File: config.mk
export PLATFORM = sky130hd
export DESIGN_NAME = chip8_execute_unit
export DESIGN_NICKNAME = d
export VERILOG_FILES = /design/src/design/chip8eu_pkg.sv /design/src/design/chip8eu_vreg_file.sv /design/src/design/chip8eu_ret_stack.sv /design/src/design/chip8eu_alu.sv /design/src/design/chip8_execute_unit.sv
export SDC_FILE = /design/constraint.sdc
export NUM_CORES = 1
export LEC_CHECK = 0
export ABC_CLOCK_PERIOD_IN_PS = 9800
export BUFFER_PORTS_ARGS = -buffer_cell sky130_fd_sc_hd__buf_2
export CELL_PAD_IN_SITES_DETAIL_PLACEMENT = 1
export CELL_PAD_IN_SITES_GLOBAL_PLACEMENT = 2
export CORE_ASPECT_RATIO = 0.8
export CORE_MARGIN = 2
export CORE_UTILIZATION = 40
export DETAILED_ROUTE_END_ITERATION = 12
export HOLD_SLACK_MARGIN = 0.05
export PLACE_DENSITY_LB_ADDON = 0.08
export SLEW_MARGIN = 20
export SYNTH_ARGS = -nofsm -noshare
export SYNTH_HDL_FRONTEND = slang
export SYNTH_HIERARCHICAL = 1
export SYNTH_SLANG_ARGS = --single-unit
File: constraint.sdc
create_clock -name clock -period 9.8 [get_ports clock]
set_input_delay 0.49 -clock clock [delete_from_list [all_inputs] [get_ports clock]]
set_output_delay 0.49 -clock clock [all_outputs]
set_load 0.01 [all_outputs]
File: src/design/chip8eu_pkg.sv
// ----------------------------------------------------------------------------
// chip8eu_pkg
// Instruction numbers, fixed widths and the execute result record shared by
// the CHIP-8 execute unit modules.
// ----------------------------------------------------------------------------
package chip8eu_pkg;

   localparam int FUNC_W  = 6;
   localparam int ADDR_W  = 12;
   localparam int BYTE_W  = 8;
   localparam int INDEX_W = 16;
   localparam int VREG_AW = 4;

   localparam logic [VREG_AW-1:0] VREG_FLAG = 4'hF;
   localparam logic [ADDR_W-1:0]  RESET_PC  = 12'd512;

   // Instruction numbers
   localparam logic [FUNC_W-1:0] FN_RET      = 6'd1;
   localparam logic [FUNC_W-1:0] FN_JP       = 6'd3;
   localparam logic [FUNC_W-1:0] FN_CALL     = 6'd4;
   localparam logic [FUNC_W-1:0] FN_SE_KK    = 6'd5;
   localparam logic [FUNC_W-1:0] FN_SNE_KK   = 6'd6;
   localparam logic [FUNC_W-1:0] FN_SE_VY    = 6'd7;
   localparam logic [FUNC_W-1:0] FN_LD_KK    = 6'd8;
   localparam logic [FUNC_W-1:0] FN_ADD_KK   = 6'd9;
   localparam logic [FUNC_W-1:0] FN_LD_VY    = 6'd10;
   localparam logic [FUNC_W-1:0] FN_OR       = 6'd11;
   localparam logic [FUNC_W-1:0] FN_AND      = 6'd12;
   localparam logic [FUNC_W-1:0] FN_XOR      = 6'd13;
   localparam logic [FUNC_W-1:0] FN_ADD_VY   = 6'd14;
   localparam logic [FUNC_W-1:0] FN_SUB      = 6'd15;
   localparam logic [FUNC_W-1:0] FN_SHR      = 6'd16;
   localparam logic [FUNC_W-1:0] FN_SUBN     = 6'd17;
   localparam logic [FUNC_W-1:0] FN_SHL      = 6'd18;
   localparam logic [FUNC_W-1:0] FN_SNE_VY   = 6'd19;
   localparam logic [FUNC_W-1:0] FN_LD_I     = 6'd20;
   localparam logic [FUNC_W-1:0] FN_JP_V0    = 6'd21;
   localparam logic [FUNC_W-1:0] FN_LD_VX_DT = 6'd26;
   localparam logic [FUNC_W-1:0] FN_LD_DT_VX = 6'd28;
   localparam logic [FUNC_W-1:0] FN_LD_ST_VX = 6'd29;
   localparam logic [FUNC_W-1:0] FN_ADD_I    = 6'd30;

   // Result of executing one instruction
   typedef struct packed {
      logic               wr_en;      // write Vx
      logic [BYTE_W-1:0]  wr_data;
      logic               flag_set;   // write VF after Vx
      logic [BYTE_W-1:0]  flag_data;
      logic [ADDR_W-1:0]  pc;
      logic [INDEX_W-1:0] index;
      logic [BYTE_W-1:0]  delay;      // after decrement
      logic [BYTE_W-1:0]  sound;      // after decrement
      logic               is_call;
      logic               is_ret;
   } exec_result_type;

endpackage

File: src/design/chip8eu_vreg_file.sv
// ----------------------------------------------------------------------------
// chip8eu_vreg_file
// V register memory: two registered read ports, one write port, write-first
// bypass, per-entry valid bits so unwritten entries read as zero.
// ----------------------------------------------------------------------------
module chip8eu_vreg_file
   import chip8eu_pkg::*;
(
   input  logic               clock,
   input  logic               reset,
   input  logic               rd_en,
   input  logic [VREG_AW-1:0] rd_addr_a,
   input  logic [VREG_AW-1:0] rd_addr_b,
   input  logic               wr_en,
   input  logic [VREG_AW-1:0] wr_addr,
   input  logic [BYTE_W-1:0]  wr_data,
   output logic [BYTE_W-1:0]  rd_data_a,
   output logic [BYTE_W-1:0]  rd_data_b
);

   localparam int DEPTH = 1 << VREG_AW;

   logic [BYTE_W-1:0] mem [DEPTH];
   logic [DEPTH-1:0]  vld_ff;
   logic [DEPTH-1:0]  vld_in;
   logic [BYTE_W-1:0] rd_a_ff;
   logic [BYTE_W-1:0] rd_b_ff;

   // Mark written entries
   always_comb begin
      vld_in = vld_ff;
      if (wr_en) begin
         vld_in[wr_addr] = 1'b1;
      end
   end

   always_ff @(posedge clock) begin
      if (reset) begin
         vld_ff <= '0;
      end else begin
         vld_ff <= vld_in;
      end
   end

   // Write port
   always_ff @(posedge clock) begin
      if (wr_en) begin
         mem[wr_addr] <= wr_data;
      end
   end

   // Read ports, forward a same-cycle write
   always_ff @(posedge clock) begin
      if (rd_en) begin
         if (wr_en && (wr_addr == rd_addr_a)) begin
            rd_a_ff <= wr_data;
         end else begin
            rd_a_ff <= vld_ff[rd_addr_a] ? mem[rd_addr_a] : '0;
         end
         if (wr_en && (wr_addr == rd_addr_b)) begin
            rd_b_ff <= wr_data;
         end else begin
            rd_b_ff <= vld_ff[rd_addr_b] ? mem[rd_addr_b] : '0;
         end
      end
   end

   assign rd_data_a = rd_a_ff;
   assign rd_data_b = rd_b_ff;

endmodule

File: src/design/chip8eu_ret_stack.sv
// ----------------------------------------------------------------------------
// chip8eu_ret_stack
// Return-address memory: one registered read port, one write port,
// write-first bypass, per-entry valid bits so unwritten entries read as zero.
// ----------------------------------------------------------------------------
module chip8eu_ret_stack
   import chip8eu_pkg::*;
#(
   parameter int DEPTH = 16,
   parameter int SP_W  = 4
)
(
   input  logic              clock,
   input  logic              reset,
   input  logic              rd_en,
   input  logic [SP_W-1:0]   rd_addr,
   input  logic              wr_en,
   input  logic [SP_W-1:0]   wr_addr,
   input  logic [ADDR_W-1:0] wr_data,
   output logic [ADDR_W-1:0] rd_data
);

   logic [ADDR_W-1:0] mem [DEPTH];
   logic [DEPTH-1:0]  vld_ff;
   logic [DEPTH-1:0]  vld_in;
   logic [ADDR_W-1:0] rd_ff;

   // Mark written entries
   always_comb begin
      vld_in = vld_ff;
      if (wr_en) begin
         vld_in[wr_addr] = 1'b1;
      end
   end

   always_ff @(posedge clock) begin
      if (reset) begin
         vld_ff <= '0;
      end else begin
         vld_ff <= vld_in;
      end
   end

   // Write port
   always_ff @(posedge clock) begin
      if (wr_en) begin
         mem[wr_addr] <= wr_data;
      end
   end

   // Read port, forward a same-cycle write
   always_ff @(posedge clock) begin
      if (rd_en) begin
         if (wr_en && (wr_addr == rd_addr)) begin
            rd_ff <= wr_data;
         end else begin
            rd_ff <= vld_ff[rd_addr] ? mem[rd_addr] : '0;
         end
      end
   end

   assign rd_data = rd_ff;

endmodule

File: src/design/chip8eu_alu.sv
// ----------------------------------------------------------------------------
// chip8eu_alu
// Executes one decoded instruction against the operand values and the
// current scalar state; timers count down after the instruction.
// ----------------------------------------------------------------------------
module chip8eu_alu
   import chip8eu_pkg::*;
(
   input  logic [FUNC_W-1:0]  func,
   input  logic [ADDR_W-1:0]  op_one,
   input  logic [ADDR_W-1:0]  op_two,
   input  logic [BYTE_W-1:0]  vx,
   input  logic [BYTE_W-1:0]  vy,
   input  logic [ADDR_W-1:0]  pc,
   input  logic [INDEX_W-1:0] index,
   input  logic [BYTE_W-1:0]  delay,
   input  logic [BYTE_W-1:0]  sound,
   input  logic [ADDR_W-1:0]  ret_addr,
   output exec_result_type    res
);

   logic [BYTE_W-1:0] kk;
   logic [BYTE_W:0]   sum;
   logic [ADDR_W-1:0] pc_skip;
   logic [BYTE_W-1:0] delay_set;
   logic [BYTE_W-1:0] sound_set;

   assign kk      = op_two[BYTE_W-1:0];
   assign sum     = {1'b0, vx} + {1'b0, (func == FN_ADD_KK) ? kk : vy};
   assign pc_skip = pc + ADDR_W'(2);

   always_comb begin
      res.wr_en     = 1'b0;
      res.wr_data   = '0;
      res.flag_set  = 1'b0;
      res.flag_data = '0;
      res.pc        = pc;
      res.index     = index;
      res.is_call   = 1'b0;
      res.is_ret    = 1'b0;
      delay_set     = delay;
      sound_set     = sound;

      unique case (func)
         FN_RET: begin
            res.is_ret = 1'b1;
            res.pc     = ret_addr;
         end
         FN_JP: begin
            res.pc = op_one;
         end
         FN_CALL: begin
            res.is_call = 1'b1;
            res.pc      = op_two;
         end
         FN_SE_KK: begin
            if (vx == kk) res.pc = pc_skip;
         end
         FN_SNE_KK: begin
            if (vx != kk) res.pc = pc_skip;
         end
         FN_SE_VY: begin
            if (vx == vy) res.pc = pc_skip;
         end
         FN_SNE_VY: begin
            if (vx != vy) res.pc = pc_skip;
         end
         FN_LD_KK: begin
            res.wr_en   = 1'b1;
            res.wr_data = kk;
         end
         FN_ADD_KK: begin
            res.wr_en   = 1'b1;
            res.wr_data = sum[BYTE_W-1:0];
         end
         FN_LD_VY: begin
            res.wr_en   = 1'b1;
            res.wr_data = vy;
         end
         FN_OR: begin
            res.wr_en   = 1'b1;
            res.wr_data = vx | vy;
         end
         FN_AND: begin
            res.wr_en   = 1'b1;
            res.wr_data = vx & vy;
         end
         FN_XOR: begin
            res.wr_en   = 1'b1;
            res.wr_data = vx ^ vy;
         end
         FN_ADD_VY: begin
            res.wr_en     = 1'b1;
            res.wr_data   = sum[BYTE_W-1:0];
            res.flag_set  = 1'b1;
            res.flag_data = BYTE_W'(sum[BYTE_W]);
         end
         FN_SUB: begin
            res.wr_en     = 1'b1;
            res.wr_data   = vx - vy;
            res.flag_set  = 1'b1;
            res.flag_data = BYTE_W'(vx > vy);
         end
         FN_SHR: begin
            res.wr_en     = 1'b1;
            res.wr_data   = vx >> 1;
            res.flag_set  = 1'b1;
            res.flag_data = BYTE_W'(vx[0]);
         end
         FN_SUBN: begin
            res.wr_en     = 1'b1;
            res.wr_data   = vy - vx;
            res.flag_set  = 1'b1;
            res.flag_data = BYTE_W'(vy > vx);
         end
         FN_SHL: begin
            res.wr_en     = 1'b1;
            res.wr_data   = vx << 1;
            res.flag_set  = 1'b1;
            res.flag_data = BYTE_W'(vx[BYTE_W-1]);
         end
         FN_LD_I: begin
            res.index = INDEX_W'(op_two);
         end
         FN_JP_V0: begin
            // vy carries V0 for this instruction
            res.pc = op_two + ADDR_W'(vy);
         end
         FN_LD_VX_DT: begin
            res.wr_en   = 1'b1;
            res.wr_data = delay;
         end
         FN_LD_DT_VX: begin
            delay_set = vx;
         end
         FN_LD_ST_VX: begin
            sound_set = vx;
         end
         FN_ADD_I: begin
            res.index = index + INDEX_W'(vx);
         end
         default: begin
         end
      endcase

      // Count both timers down toward zero
      res.delay = (delay_set != '0) ? delay_set - BYTE_W'(1) : '0;
      res.sound = (sound_set != '0) ? sound_set - BYTE_W'(1) : '0;
   end

endmodule

File: src/design/chip8_execute_unit.sv
// Stage 1 registers the instruction and its operand reads at the input transfer;
// the result is executed and registered in the output register as stage 1 advances.
// Throughput: one instruction per cycle unless output stalls; the V register memory
// is read on two ports, the return stack on one, each written at most once a cycle.
// Reset: synchronous, clears control state and valid bits at once (no clearing
// pass); PC loads 512, all other state reads as zero.
// ----------------------------------------------------------------------------
// chip8_execute_unit
// CHIP-8 instruction execute stage with V registers and return stack held in
// synchronous memories, VF and scalar state in flops.
// ----------------------------------------------------------------------------
module chip8_execute_unit
   import chip8eu_pkg::*;
#(
   parameter int STACK_DEPTH = 16
)
(
   input  logic                clock,
   input  logic                reset,
   input  logic                csr_we,
   input  logic [ADDR_W-1:0]   csr_wdata,
   input  logic                req_valid,
   output logic                req_ready,
   input  logic [FUNC_W-1:0]   req_func,
   input  logic [ADDR_W-1:0]   req_op_one,
   input  logic [ADDR_W-1:0]   req_op_two,
   output logic                rsp_valid,
   input  logic                rsp_ready,
   output logic [ADDR_W-1:0]   rsp_next_pc,
   output logic [INDEX_W-1:0]  rsp_index_value,
   output logic [BYTE_W-1:0]   rsp_flag_value,
   output logic [BYTE_W-1:0]   rsp_delay_value,
   output logic                rsp_sound_on
);

   localparam int SP_W = (STACK_DEPTH > 1) ? $clog2(STACK_DEPTH) : 1;
   localparam logic [SP_W-1:0] SP_LAST = SP_W'(STACK_DEPTH - 1);

   // Pipeline control
   logic               req_xfer;
   logic               s1_adv;
   logic               s1_vld_ff, s1_vld_in;
   logic               rsp_vld_ff, rsp_vld_in;

   logic [FUNC_W-1:0]  s1_func_ff;
   logic [ADDR_W-1:0]  s1_op1_ff;
   logic [ADDR_W-1:0]  s1_op2_ff;

   // Architectural state
   logic [ADDR_W-1:0]  pc_ff, pc_in;
   logic [SP_W-1:0]    sp_ff, sp_in;
   logic [INDEX_W-1:0] index_ff, index_in;
   logic [BYTE_W-1:0]  delay_ff, delay_in;
   logic [BYTE_W-1:0]  sound_ff, sound_in;
   logic [BYTE_W-1:0]  flag_ff, flag_in;

   // Memory interfaces
   logic [VREG_AW-1:0] rd_addr_b;
   logic [BYTE_W-1:0]  rd_a, rd_b;
   logic               vr_we;
   logic [SP_W-1:0]    stk_rd_addr;
   logic [ADDR_W-1:0]  stk_rd_data;

   logic               x_is_f, y_is_f;
   logic [BYTE_W-1:0]  vx, vy;
   exec_result_type    res;

   logic [ADDR_W-1:0]  rsp_pc_ff;
   logic [INDEX_W-1:0] rsp_index_ff;
   logic [BYTE_W-1:0]  rsp_flag_ff;
   logic [BYTE_W-1:0]  rsp_delay_ff;
   logic               rsp_sound_ff;

   // Handshake: stage 1 moves on when the output register is free or drains
   assign s1_adv    = s1_vld_ff && (!rsp_vld_ff || rsp_ready);
   assign req_ready = !s1_vld_ff || s1_adv;
   assign req_xfer  = req_valid && req_ready;

   assign s1_vld_in  = req_xfer ? 1'b1 : (s1_adv ? 1'b0 : s1_vld_ff);
   assign rsp_vld_in = s1_adv ? 1'b1 : ((rsp_vld_ff && rsp_ready) ? 1'b0 : rsp_vld_ff);

   always_ff @(posedge clock) begin
      if (reset) begin
         s1_vld_ff  <= 1'b0;
         rsp_vld_ff <= 1'b0;
      end else begin
         s1_vld_ff  <= s1_vld_in;
         rsp_vld_ff <= rsp_vld_in;
      end
   end

   // Capture instruction into stage 1
   always_ff @(posedge clock) begin
      if (req_xfer) begin
         s1_func_ff <= req_func;
         s1_op1_ff  <= req_op_one;
         s1_op2_ff  <= req_op_two;
      end
   end

   // Port B reads V0 for the indexed jump, Vy otherwise
   assign rd_addr_b = (req_func == FN_JP_V0) ? '0 : req_op_two[VREG_AW-1:0];

   // VF lives in flops; the memory copy of entry F is never used
   assign x_is_f = (s1_op1_ff[VREG_AW-1:0] == VREG_FLAG);
   assign y_is_f = (s1_op2_ff[VREG_AW-1:0] == VREG_FLAG) && (s1_func_ff != FN_JP_V0);
   assign vx     = x_is_f ? flag_ff : rd_a;
   assign vy     = y_is_f ? flag_ff : rd_b;
   assign vr_we  = s1_adv && res.wr_en && !x_is_f;

   chip8eu_vreg_file u_vregs (
      .clock     (clock),
      .reset     (reset),
      .rd_en     (req_xfer),
      .rd_addr_a (req_op_one[VREG_AW-1:0]),
      .rd_addr_b (rd_addr_b),
      .wr_en     (vr_we),
      .wr_addr   (s1_op1_ff[VREG_AW-1:0]),
      .wr_data   (res.wr_data),
      .rd_data_a (rd_a),
      .rd_data_b (rd_b)
   );

   chip8eu_alu u_alu (
      .func     (s1_func_ff),
      .op_one   (s1_op1_ff),
      .op_two   (s1_op2_ff),
      .vx       (vx),
      .vy       (vy),
      .pc       (pc_ff),
      .index    (index_ff),
      .delay    (delay_ff),
      .sound    (sound_ff),
      .ret_addr (stk_rd_data),
      .res      (res)
   );

   // Stack pointer wraps modulo the depth
   always_comb begin
      sp_in = sp_ff;
      if (s1_adv && res.is_ret) begin
         sp_in = (sp_ff == '0) ? SP_LAST : sp_ff - SP_W'(1);
      end else if (s1_adv && res.is_call) begin
         sp_in = (sp_ff == SP_LAST) ? '0 : sp_ff + SP_W'(1);
      end
   end

   // Prefetch the entry a return in the next instruction would pop
   assign stk_rd_addr = (sp_in == '0) ? SP_LAST : sp_in - SP_W'(1);

   chip8eu_ret_stack #(
      .DEPTH (STACK_DEPTH),
      .SP_W  (SP_W)
   ) u_stack (
      .clock   (clock),
      .reset   (reset),
      .rd_en   (req_xfer),
      .rd_addr (stk_rd_addr),
      .wr_en   (s1_adv && res.is_call),
      .wr_addr (sp_ff),
      .wr_data (pc_ff),
      .rd_data (stk_rd_data)
   );

   // Update scalar state; VF write lands after the Vx write
   always_comb begin
      pc_in    = pc_ff;
      index_in = index_ff;
      delay_in = delay_ff;
      sound_in = sound_ff;
      flag_in  = flag_ff;
      if (csr_we) begin
         pc_in = csr_wdata;
      end
      if (s1_adv) begin
         pc_in    = res.pc;
         index_in = res.index;
         delay_in = res.delay;
         sound_in = res.sound;
         if (res.flag_set) begin
            flag_in = res.flag_data;
         end else if (res.wr_en && x_is_f) begin
            flag_in = res.wr_data;
         end
      end
   end

   always_ff @(posedge clock) begin
      if (reset) begin
         pc_ff    <= RESET_PC;
         sp_ff    <= '0;
         index_ff <= '0;
         delay_ff <= '0;
         sound_ff <= '0;
         flag_ff  <= '0;
      end else begin
         pc_ff    <= pc_in;
         sp_ff    <= sp_in;
         index_ff <= index_in;
         delay_ff <= delay_in;
         sound_ff <= sound_in;
         flag_ff  <= flag_in;
      end
   end

   // Output register
   always_ff @(posedge clock) begin
      if (s1_adv) begin
         rsp_pc_ff    <= pc_in;
         rsp_index_ff <= index_in;
         rsp_flag_ff  <= flag_in;
         rsp_delay_ff <= delay_in;
         rsp_sound_ff <= (sound_in != '0);
      end
   end

   assign rsp_valid       = rsp_vld_ff;
   assign rsp_next_pc     = rsp_pc_ff;
   assign rsp_index_value = rsp_index_ff;
   assign rsp_flag_value  = rsp_flag_ff;
   assign rsp_delay_value = rsp_delay_ff;
   assign rsp_sound_on    = rsp_sound_ff;

`ifndef SYNTH
   a_sp_range: assert property (@(posedge clock) disable iff (reset)
      32'(sp_ff) < STACK_DEPTH)
      else $error("stack pointer beyond depth");

   a_adv_fills_rsp: assert property (@(posedge clock) disable iff (reset)
      s1_adv |=> rsp_vld_ff)
      else $error("executed instruction lost before output register");

   a_stall_blocks_req: assert property (@(posedge clock) disable iff (reset)
      (s1_vld_ff && rsp_vld_ff && !rsp_ready) |-> !req_ready)
      else $error("input taken while pipeline is full");

   a_sound_matches: assert property (@(posedge clock) disable iff (reset)
      rsp_vld_ff |-> (rsp_sound_ff == (sound_ff != '0)))
      else $error("sound flag out of step with sound timer");
`endif

endmodule

==> impl_metrics.py, run 1 <==
metrics = {
    "status": {
        "status": "complete, no violations",
    },
    "timing": {
        "rsz0062_at_grt": "false",
        "fin_skew_ns": 0.0375,
        "setup_ws_ns": 4.38,
        "slew_headroom": 0.235,
        "period_minus_slack_ns": 5.42,
        "fin_tns_setup_ns": 0,
        "min_period_over_period": 0.553,
        "worst_pin_slew_ns": 1.14,
        "slew_violations": 0,
        "hold_violations": 0,
        "fmax_ghz": 0.185,
        "setup_violations": 0,
    },
    "floorplan": {
        "die_area_um2": 67000,
        "top_level_ports": 94,
        "fp.coreArea_um2": 64200,
        "placementRows": 83,
        "die_w_um": 289,
        "start_util": 0.405,
        "die_h_um": 232,
    },
    "finish": {
        "final_util": 0.455,
        "syn2layout_area_growth_pct": 12.5,
        "seqCellArea_um2": 14500,
        "n_fill_cell": 6498,
        "multi_input_area_um2": 10800,
        "drive_gt1_frac": 0.206,
        "layout_commonest_cell": "edfxtp_1",
        "layout_common_cells": "edfxtp_1, nor2_1, nand2_1",
        "finalNetCount": 2164,
    },
    "logic_synthesis": {
        "yosys-top-cells-area": "edfxtp_1, mux4_2, dfxtp_1",
        "yosys_warnings": 6,
        "syn_avg_cell_area_um2": 13.3,
        "syn-cell-area_um2": 26000,
        "async_flop_share": 0,
        "netlist_instances": 1955,
        "synth_area_leader_cell": "edfxtp_1",
        "ys.flop_type": "edfxtp_1",
        "synth_edf_count": 423,
        "synth-seq-area-share": 0.559,
        "synth.top_cell.area_share": 0.489,
        "synth_seq_cells": 513,
        "yosysUniqueCellTypes": 100,
    },
    "power": {
        "cellLeakagePower_nw": 10.4,
        "cellPowerDensity_nw_per_um2": 177,
        "finalPower_mw": 5.18,
        "irDropWorstVdd_mv": 0.116,
    },
    "critical_path": {
        "crit_required_ns": 10.15,
        "path_class": "flop to flop",
        "critical_path_buf_inv_count": 2,
        "crit_path_end_kind": "flop",
        "cp_top_family": "compound AO/OA/AOI/OAI gates",
        "cpPeakStageDelay_ns": 0.70,
        "worstPathArrival_ns": 5.76,
        "critPathMaxFanout": 28,
        "crit_path_start_kind": "flop",
        "crit_path_top_delay_cell": "or4b_2",
        "path_cells": "or4b_2 -> nor2_1 -> buf_4 -> nor2_1 -> o41ai_1 -> o31a_2 -> ha_1 -> a31o_4 -> buf_4 -> mux4_1 -> mux2i_1 -> mux2_4 -> o31ai_1",
    },
    "global_route": {
        "grt_pass1_wl_um": 120000,
        "busiest_layer": "met2",
        "met3_usage": 0.0450,
        "gr-usage-met1": 0.348,
        "overflow": 0,
        "first_global_vias": 18200,
        "grtUsageTotal": 0.243,
        "gr-usage-met2": 0.379,
        "antenna_found_initial": 0,
        "grt_max_degree": 73,
    },
    "clock_network": {
        "cts_root_buffer": "clkbuf_16",
        "cts_tree": "done",
        "clockBufferDepth": 3,
        "cts_buffers": 52,
        "worstSkewPairLatency_ns": 0.64,
        "ctsResizeCount": 0,
        "postCtsSetupBuffers": 0,
        "clk_pin_slew_ns": 0.06,
        "ctsHtreeMaxLevel": 2,
        "clock_sinks": 513,
    },
    "place": {
        "gp_congestion": 0.835,
        "port_buffers": 93,
        "pre_cts_slack_ns": 4.31,
        "hpwl_um": 53400,
    },
    "flow_run": {
        "drv_cap": 0,
    },
    "detailed_routing": {
        "first_pass_iters": 6,
        "first_iter_violations": 1580,
        "post_drt_wl_per_cell_um": 27.5,
        "drt-total-wl_um": 80900,
        "drt-vias-per-instance": 5.96,
        "ant_nets": 0,
        "drc_errors": 0,
        "vias": 17500,
    },
    "min_path": {
        "hold_class": "primary input to flop",
    },
}
-- tightest hold or removal path, stage by stage --
cell and delay [ns]:
buf_2 0.09, a21oi_1 0.04, nor2_1 0.07
-- synth_stat cells (6+ instances only) --
library cell and instances:
nand4_1 11, a22oi_1 20, a221oi_1 10, mux2_2 26
mux2i_1 45, nor2b_1 29, and2_1 14, o21ai_0 49
o21ai_1 6, nand3_1 54, edfxtp_1 423, mux4_2 111
nor2_1 192, nor4_1 9, nand2_1 151, mux4_1 13
nand2b_1 12, xnor2_1 32, a222oi_1 16, nor2_2 10
buf_4 19, a21oi_1 89, dfxtp_1 90, nand3b_1 6
ha_1 64, o31ai_2 10, nor3_1 31, clkbuf_1 39
a21o_1 9, o22ai_1 11, xor2_1 24, buf_6 9
o31ai_1 24, a211oi_1 14, a22o_1 58, buf_2 32
o211ai_1 11, inv_1 47, and3_1 14, o21bai_1 6
-- cell families (layout without fill, tap and decap cells) --
family,Yosys count,after routing,share of synthesized area
xor gates and xnor gates,56,56,0.0189
DFF,513,513,0.559
AOI/OAI and AO/OA,380,380,0.105
muxes,197,197,0.139
buffers and inverters,159,290,0.0338
adders and majority gates,69,69,0.0347
other,1,8,0.000144
and+or+nand+nor,580,580,0.110
-- through the flow --
stage / instance area (µm²) / hold slack, ns / std cells
final: 29200 / 0.101 / 2943
after global routing: 29200 / 0.0775 / 2942
after detailed placement: 27200 / 0.459 / 2826
after CTS: 29200 / 0.0604 / 2940
after floorplan: 26000 / 0.432 / 1961
after global placement: 27200 / 0.448 / 2826
-- registers in the layout, indices dropped and copies added, names as in the netlist, 16 cells and up --
register / count
u_vregs/mem: 128
u_vregs/vld_ff: 16
u_stack/mem: 192
rsp_index_value: 16
index_ff: 16
u_stack/vld_ff: 16
-- final timing paths --
| check | start | to | slack, ns | cells after the start |
|---|---|---|---|---|
| worst min-delay path | req_valid | s1_vld_ff | 0.10 | 3 |
| worst min register to register | u_stack/vld_ff[7] | u_stack/vld_ff[7] | 0.46 | 2 |
| worst max register to register | s1_func_ff[2] | u_stack/rd_data[11] | 4.38 | 13 |
| worst max-delay path | s1_func_ff[2] | u_stack/rd_data[11] | 4.38 | 13 |
-- layout make-up --
type	count	area share
Sequential cell	513	0.497
Multi-Input combinational cell	1289	0.369
Clock buffer	76	0.0518
Tap cell	850	0.0364
Timing Repair Buffer	145	0.0313
Clock inverter	22	0.00908
Inverter	47	0.00613
Antenna cell	1	0.0000857
-- report_power, final --
group / switching [mW] / internal [mW] / total [mW] / leakage [nW]
Clock: 0.876 / 1.18 / 2.06 / 0.867
Sequential: 0.0702 / 2.42 / 2.49 / 4.72
Combinational: 0.392 / 0.243 / 0.635 / 4.85
Total: 1.34 / 3.85 / 5.18 / 10.4
-- timing repair --
| item | in CTS | in global routing |
|---|---|---|
| endpoints found under the hold margin | 16 | 0 |
| hold buffers | 16 | 0 |
| endpoints found under the setup margin | 0 | 0 |
-- per-layer routing --
layer  up-vias  routed length [µm]
li1       7764                   -
met1      9107               36800
met2       559               36900
met3       118                5210
met4         0                1990
met5         -                   0
Power figures use the tool's default switching activity.
==> inputs of run 2 (changes only) <==
- ABC_AREA: default -> 1
- ABC_CLOCK_PERIOD_IN_PS: 9800 -> 4400
- CORE_UTILIZATION: 40 -> 35
- clock period: 9.8 -> 4.4 ns (I/O delays scaled with it)
==> impl_metrics.py, run 2 <==
metrics = {
    "clock_network": {
        "clock_sinks": 513,
        "cts_buffers": 57,
        "cts_tree": "done",
        "clockBufferDepth": 3,
        "cts_root_buffer": "clkbuf_16",
        "ctsHtreeMaxLevel": 2,
        "worstSkewPairLatency_ns": 0.67,
        "clk_pin_slew_ns": 0.06,
    },
    "timing": {
        "setup_violations": 0,
        "rsz0062_at_grt": "false",
        "hold_violations": 0,
        "fin_tns_setup_ns": 0,
        "slew_headroom": 0.300,
        "period_minus_slack_ns": 4.10,
        "min_period_over_period": 0.933,
        "fin_skew_ns": 0.0470,
        "slew_violations": 0,
        "setup_ws_ns": 0.297,
        "worst_pin_slew_ns": 1.05,
        "fmax_ghz": 0.244,
    },
    "global_route": {
        "antenna_found_initial": 5,
        "grt_pass1_wl_um": 166000,
        "grt_max_degree": 78,
        "grtUsageTotal": 0.252,
        "first_global_vias": 26800,
        "overflow": 0,
    },
    "finish": {
        "drive_gt1_frac": 0.111,
        "final_util": 0.409,
        "layout_common_cells": "nand2_1, nand3_1, inv_1",
        "syn2layout_area_growth_pct": 15.3,
        "top_regs": "u_stack/mem: 192 flops, u_vregs/mem: 128 flops",
        "n_antenna_cell": 0,
        "finalNetCount": 3992,
        "regMostFlops": "u_stack/mem",
        "largest_reg_flops": 192,
        "layout_commonest_cell": "nand2_1",
        "n_fill_cell": 9967,
    },
    "logic_synthesis": {
        "synth_edf_count": 423,
        "synth_area_leader_cell": "edfxtp_1",
        "synth-seq-area-share": 0.494,
        "async_flop_share": 0,
        "synth.top_cell.area_share": 0.433,
        "yosysUniqueCellTypes": 63,
        "yosys-top-cells-area": "edfxtp_1, nand2_1, nand3_1",
        "yosysMostFrequentCell": "nand2_1",
        "ys.flop_type": "edfxtp_1",
        "syn-cell-area_um2": 29400,
        "yosys_warnings": 6,
        "synth_seq_cells": 513,
        "syn_avg_cell_area_um2": 7.95,
        "synthTopCellsByCount": "nand2_1, nand3_1, inv_1",
        "netlist_instances": 3696,
    },
    "floorplan": {
        "die_area_um2": 86300,
        "top_level_ports": 94,
        "placementRows": 94,
        "start_util": 0.355,
        "fp.coreArea_um2": 82700,
        "die_h_um": 263,
        "die_w_um": 328,
    },
    "critical_path": {
        "crit_required_ns": 4.77,
        "critPathMaxFanout": 12,
        "path_class": "flop to flop",
        "crit_path_start_kind": "flop",
        "crit_path_end_kind": "flop",
        "worstPathArrival_ns": 4.48,
    },
    "detailed_routing": {
        "drc_errors": 0,
        "drt-vias-per-instance": 5.18,
        "vias": 26000,
        "post_drt_wl_per_cell_um": 21.9,
        "drt-total-wl_um": 110000,
        "first_pass_iters": 5,
        "ant_nets": 0,
        "first_iter_violations": 1857,
    },
    "min_path": {
        "hold_class": "primary input to flop",
    },
    "power": {
        "cellLeakagePower_nw": 15.5,
        "cellPowerDensity_nw_per_um2": 360,
        "irDropWorstVdd_mv": 0.396,
    },
    "place": {
        "gp_congestion": 0.889,
        "port_buffers": 93,
        "pre_cts_slack_ns": 0.131,
        "hpwl_um": 75100,
    },
    "flow_run": {
        "drv_cap": 0,
    },
    "status": {
        "status": "complete, no violations",
    },
}
==> run 2: report_power, final <==
group / internal, mW / switching (mW)
sequential: 5.40 / 0.0904
combinational: 0.517 / 1.19
clock: 2.85 / 2.15
total: 8.76 / 3.43
==> run 2: area by class of cell <==
| class | count | area, µm² | share of cell area |
|---|---|---|---|
| multi-input combinational | 2457 | 11800 | 0.349 |
| inverter | 582 | 2180 | 0.0645 |
| tap | 1104 | 1380 | 0.0408 |
| timing repair buffer | 265 | 2050 | 0.0605 |
| clock buffer | 73 | 1550 | 0.0457 |
| clock inverter | 35 | 380 | 0.0112 |
| sequential | 513 | 14500 | 0.428 |
==> run 2: per-stage QoR <==
step,hold slack [ns],instances,total power [mW],cell area [µm²]
2_1_floorplan,0.319,3702,6.58,29400
3_3_place_gp,0.398,4876,7.20,31500
3_5_place_dp,0.399,4876,7.24,31500
4_1_cts,0.0501,5023,12.3,33800
5_1_grt,0.0925,5029,12.7,33900
6_report,0.113,5029,12.2,33900
==> run 2: worst paths after layout <==
path / start / to / slack (ns) / cells after the start
max: s1_func_ff[0] / rsp_flag_value[5] / 0.30 / 21
max reg2reg: s1_func_ff[0] / rsp_flag_value[5] / 0.30 / 21
min reg2reg: u_vregs/vld_ff[11] / u_vregs/vld_ff[11] / 0.47 / 2
min: csr_wdata[4] / pc_ff[4] / 0.11 / 5
==> run 2: critical path: stages, from the launching register on <==
cell and delay, ns:
edfxtp_1 0.43, nand4_1 0.22, o311ai_4 0.37, buf_12 0.17, buf_4 0.12, nand2_1 0.04, o21ai_0 0.14, buf_4 0.23
nand2_1 0.06, o21ai_0 0.12, ha_1 0.34, a21oi_1 0.19, nor2_1 0.06, nor2_1 0.09, o21ai_0 0.13, or2_2 0.30
nand3_1 0.15, nand4_1 0.27, nand3_1 0.18, nand2_1 0.07, o211ai_1 0.10, nand2_1 0.07
==> run 2: kinds of logic after synthesis <==
family,synth area share
buf+inv,0.106
simple gates,0.302
other cells,0.000128
fa+ha+maj,0.0307
compound gates,0.0628
mux,0.000682
flops,0.494
xor+xnor,0.00358
==> run 2: metal layers <==
layer  part of all wire  vias to the layer above  GRT usage
met5            0.00022                        -          0
met4              0.021                        4     0.0619
met3              0.059                      157     0.0436
met2               0.43                      690      0.386
met1               0.49                    12900      0.368
li1                   -                    12300          -
==> run 2: timing repair <==
action                                  CTS  global route
endpoints found under the setup margin    0            69
buffers inserted                          0             6
hold buffers                             39             0
endpoints found under the hold margin    45             0
gates resized for setup                   0             3
==> inputs of run 3 (changes only) <==
- PLACE_DENSITY: default -> 0.88
- PLACE_DENSITY_LB_ADDON: 0.08 -> default
- RECOVER_POWER: default -> 50
==> impl_metrics.py, run 3 (same netlist as run 2, synthesis figures left out) <==
metrics = {
    "floorplan": {
        "fp.coreArea_um2": 82700,
        "start_util": 0.355,
        "top_level_ports": 94,
        "die_h_um": 263,
        "die_w_um": 328,
        "die_area_um2": 86300,
        "placementRows": 94,
    },
    "finish": {
        "n_fill_cell": 10100,
        "regMostFlops": "u_stack/mem",
        "top_regs": "u_stack/mem: 192 flops, u_vregs/mem: 128 flops",
        "multi_input_area_um2": 11800,
        "seqCellArea_um2": 14500,
        "layout_common_cells": "nand2_1, nand3_1, inv_1",
        "layout_commonest_cell": "nand2_1",
        "n_antenna_cell": 0,
        "syn2layout_area_growth_pct": 13.6,
        "drive_gt1_frac": 0.0892,
        "largest_reg_flops": 192,
        "finalNetCount": 3981,
        "stdcell_count": 5015,
    },
    "timing": {
        "slew_headroom": -0.742,
        "period_minus_slack_ns": 4.13,
        "worst_pin_slew_ns": 2.61,
        "setup_violations": 0,
        "fin_skew_ns": 0.0322,
        "fmax_ghz": 0.242,
        "slew_violations": 184,
        "rsz0062_at_grt": "false",
        "min_period_over_period": 0.938,
        "hold_violations": 0,
        "fin_tns_setup_ns": 0,
        "holdWs_ns": 0.0908,
    },
    "critical_path": {
        "critPathMaxFanout": 19,
        "crit_start": "s1_func_ff[1]",
        "path_class": "flop to flop",
        "crit_path_end_kind": "flop",
        "cpPeakStageDelay_ns": 0.51,
        "crit_path_top_delay_cell": "edfxtp_1",
        "r2r_slack_ns": 0.27,
        "r2r-start": "s1_func_ff[1]",
        "worstPathArrival_ns": 4.51,
        "crit_path_start_kind": "flop",
        "cp_top_family": "simple AND/OR/NAND/NOR gates",
        "rr_worst_depth": 18,
        "critical_path_buf_inv_count": 5,
        "path_cells": "inv_1 -> nand4_1 -> o311ai_4 -> buf_4 -> nand2_1 -> o21ai_0 -> inv_1 -> ha_1 -> nor2_1 -> nand2_1 -> nor2_4 -> inv_2 -> o211ai_1 -> nand2_1 -> nor2_1 -> nand3_1 -> o21ai_0 -> inv_1",
        "crit_required_ns": 4.78,
        "regToRegEndpoint": "rsp_next_pc[6]",
    },
    "min_path": {
        "hold_class": "primary input to flop",
        "holdPathEnd": "rsp_valid",
        "whs_path_depth": 4,
        "holdCritStartpoint": "rsp_ready",
    },
    "place": {
        "gp_congestion": 1.00,
        "dp.cells": 4883,
        "port_buffers": 93,
        "hpwl_um": 71000,
    },
    "global_route": {
        "grt_max_degree": 75,
        "antenna_found_initial": 2,
        "grtUsageTotal": 0.237,
        "first_global_vias": 26200,
        "grt_pass1_wl_um": 158000,
        "overflow": 0,
    },
    "clock_network": {
        "cts_buffers": 55,
        "cts_tree": "done",
        "clk_pin_slew_ns": 0.06,
        "postCtsSetupBuffers": 0,
        "clock_sinks": 513,
        "clockBufferDepth": 3,
        "ctsHtreeMaxLevel": 2,
        "worstSkewPairLatency_ns": 0.64,
        "cts_root_buffer": "clkbuf_16",
    },
    "power": {
        "cellPowerDensity_nw_per_um2": 356,
        "irDropWorstVdd_mv": 0.270,
        "finalPower_mw": 11.9,
        "cellLeakagePower_nw": 15.1,
    },
    "detailed_routing": {
        "drt-vias-per-instance": 5.22,
        "vias": 26200,
        "drc_errors": 0,
        "ant_nets": 0,
        "first_iter_violations": 2372,
        "drt-total-wl_um": 104000,
        "first_pass_iters": 5,
        "post_drt_wl_per_cell_um": 20.7,
    },
    "status": {
        "violations": "capacitance limit, slew limit",
        "status": "complete, but fails checks",
    },
    "flow_run": {
        "drv_cap": 5,
    },
}
-- run 3: cell type report --
cell class,instances,share of cell area
Clock buffer,75,0.0463
Timing Repair Buffer,256,0.0506
Multi-Input combinational cell,2457,0.354
Sequential cell,513,0.435
Clock inverter,28,0.00806
Tap cell,1104,0.0414
Inverter,582,0.0655
-- run 3: per-stage QoR --
stage | area [µm²] | utilization | setup WS, ns
finish | 33400 | 0.404 | 0.271
global route | 33400 | 0.404 | 0.00976
CTS | 33600 | 0.406 | 0.306
detailed placement | 31400 | 0.380 | 0.320
global placement | 31400 | 0.380 | 0.432
floorplan | 29400 | - | 0.368
-- run 3: what timing repair did --
| action | CTS | global route |
|---|---|---|
| endpoints found under the setup margin | 0 | 22 |
| gates resized for setup | 0 | 7 |
| hold buffers | 29 | 0 |
| hold endpoints to repair | 29 | 0 |
-- run 3: worst max-delay path by stage --
stage,end,slack [ns],cells after the start
after CTS,rsp_next_pc[6],0.31,16
after detailed placement,rsp_next_pc[6],0.32,16
after global placement,u_vregs/rd_data_a[5],0.43,17
after global routing,rsp_next_pc[5],0.01,18
final,rsp_next_pc[6],0.27,18
after floorplan,rsp_flag_value[5],0.37,18
-- run 3: layer usage --
| metal | wire length, µm | GRT usage | vias up |
|---|---|---|---|
| met5 | 12 | 0 | - |
| met4 | 2380 | 0.0603 | 2 |
| met3 | 7450 | 0.0397 | 141 |
| met2 | 44900 | 0.357 | 798 |
| met1 | 48900 | 0.350 | 13000 |
| li1 | - | - | 12300 |
-- run 3: worst min-delay path: cells and delay by family --
kind	cells	cell delay (ns)
buffers and inverters	2	0.25
and+or+nand+nor	1	0.11
AOI/OAI and AO/OA	1	0.07
-- run 3: report_power, final --
part           internal, mW  switching, mW  leakage [nW]  total (mW)
registers              5.40          0.106          4.67        5.50
clock network          2.70           2.06         0.900        4.76
logic                 0.488           1.14          9.51        1.63
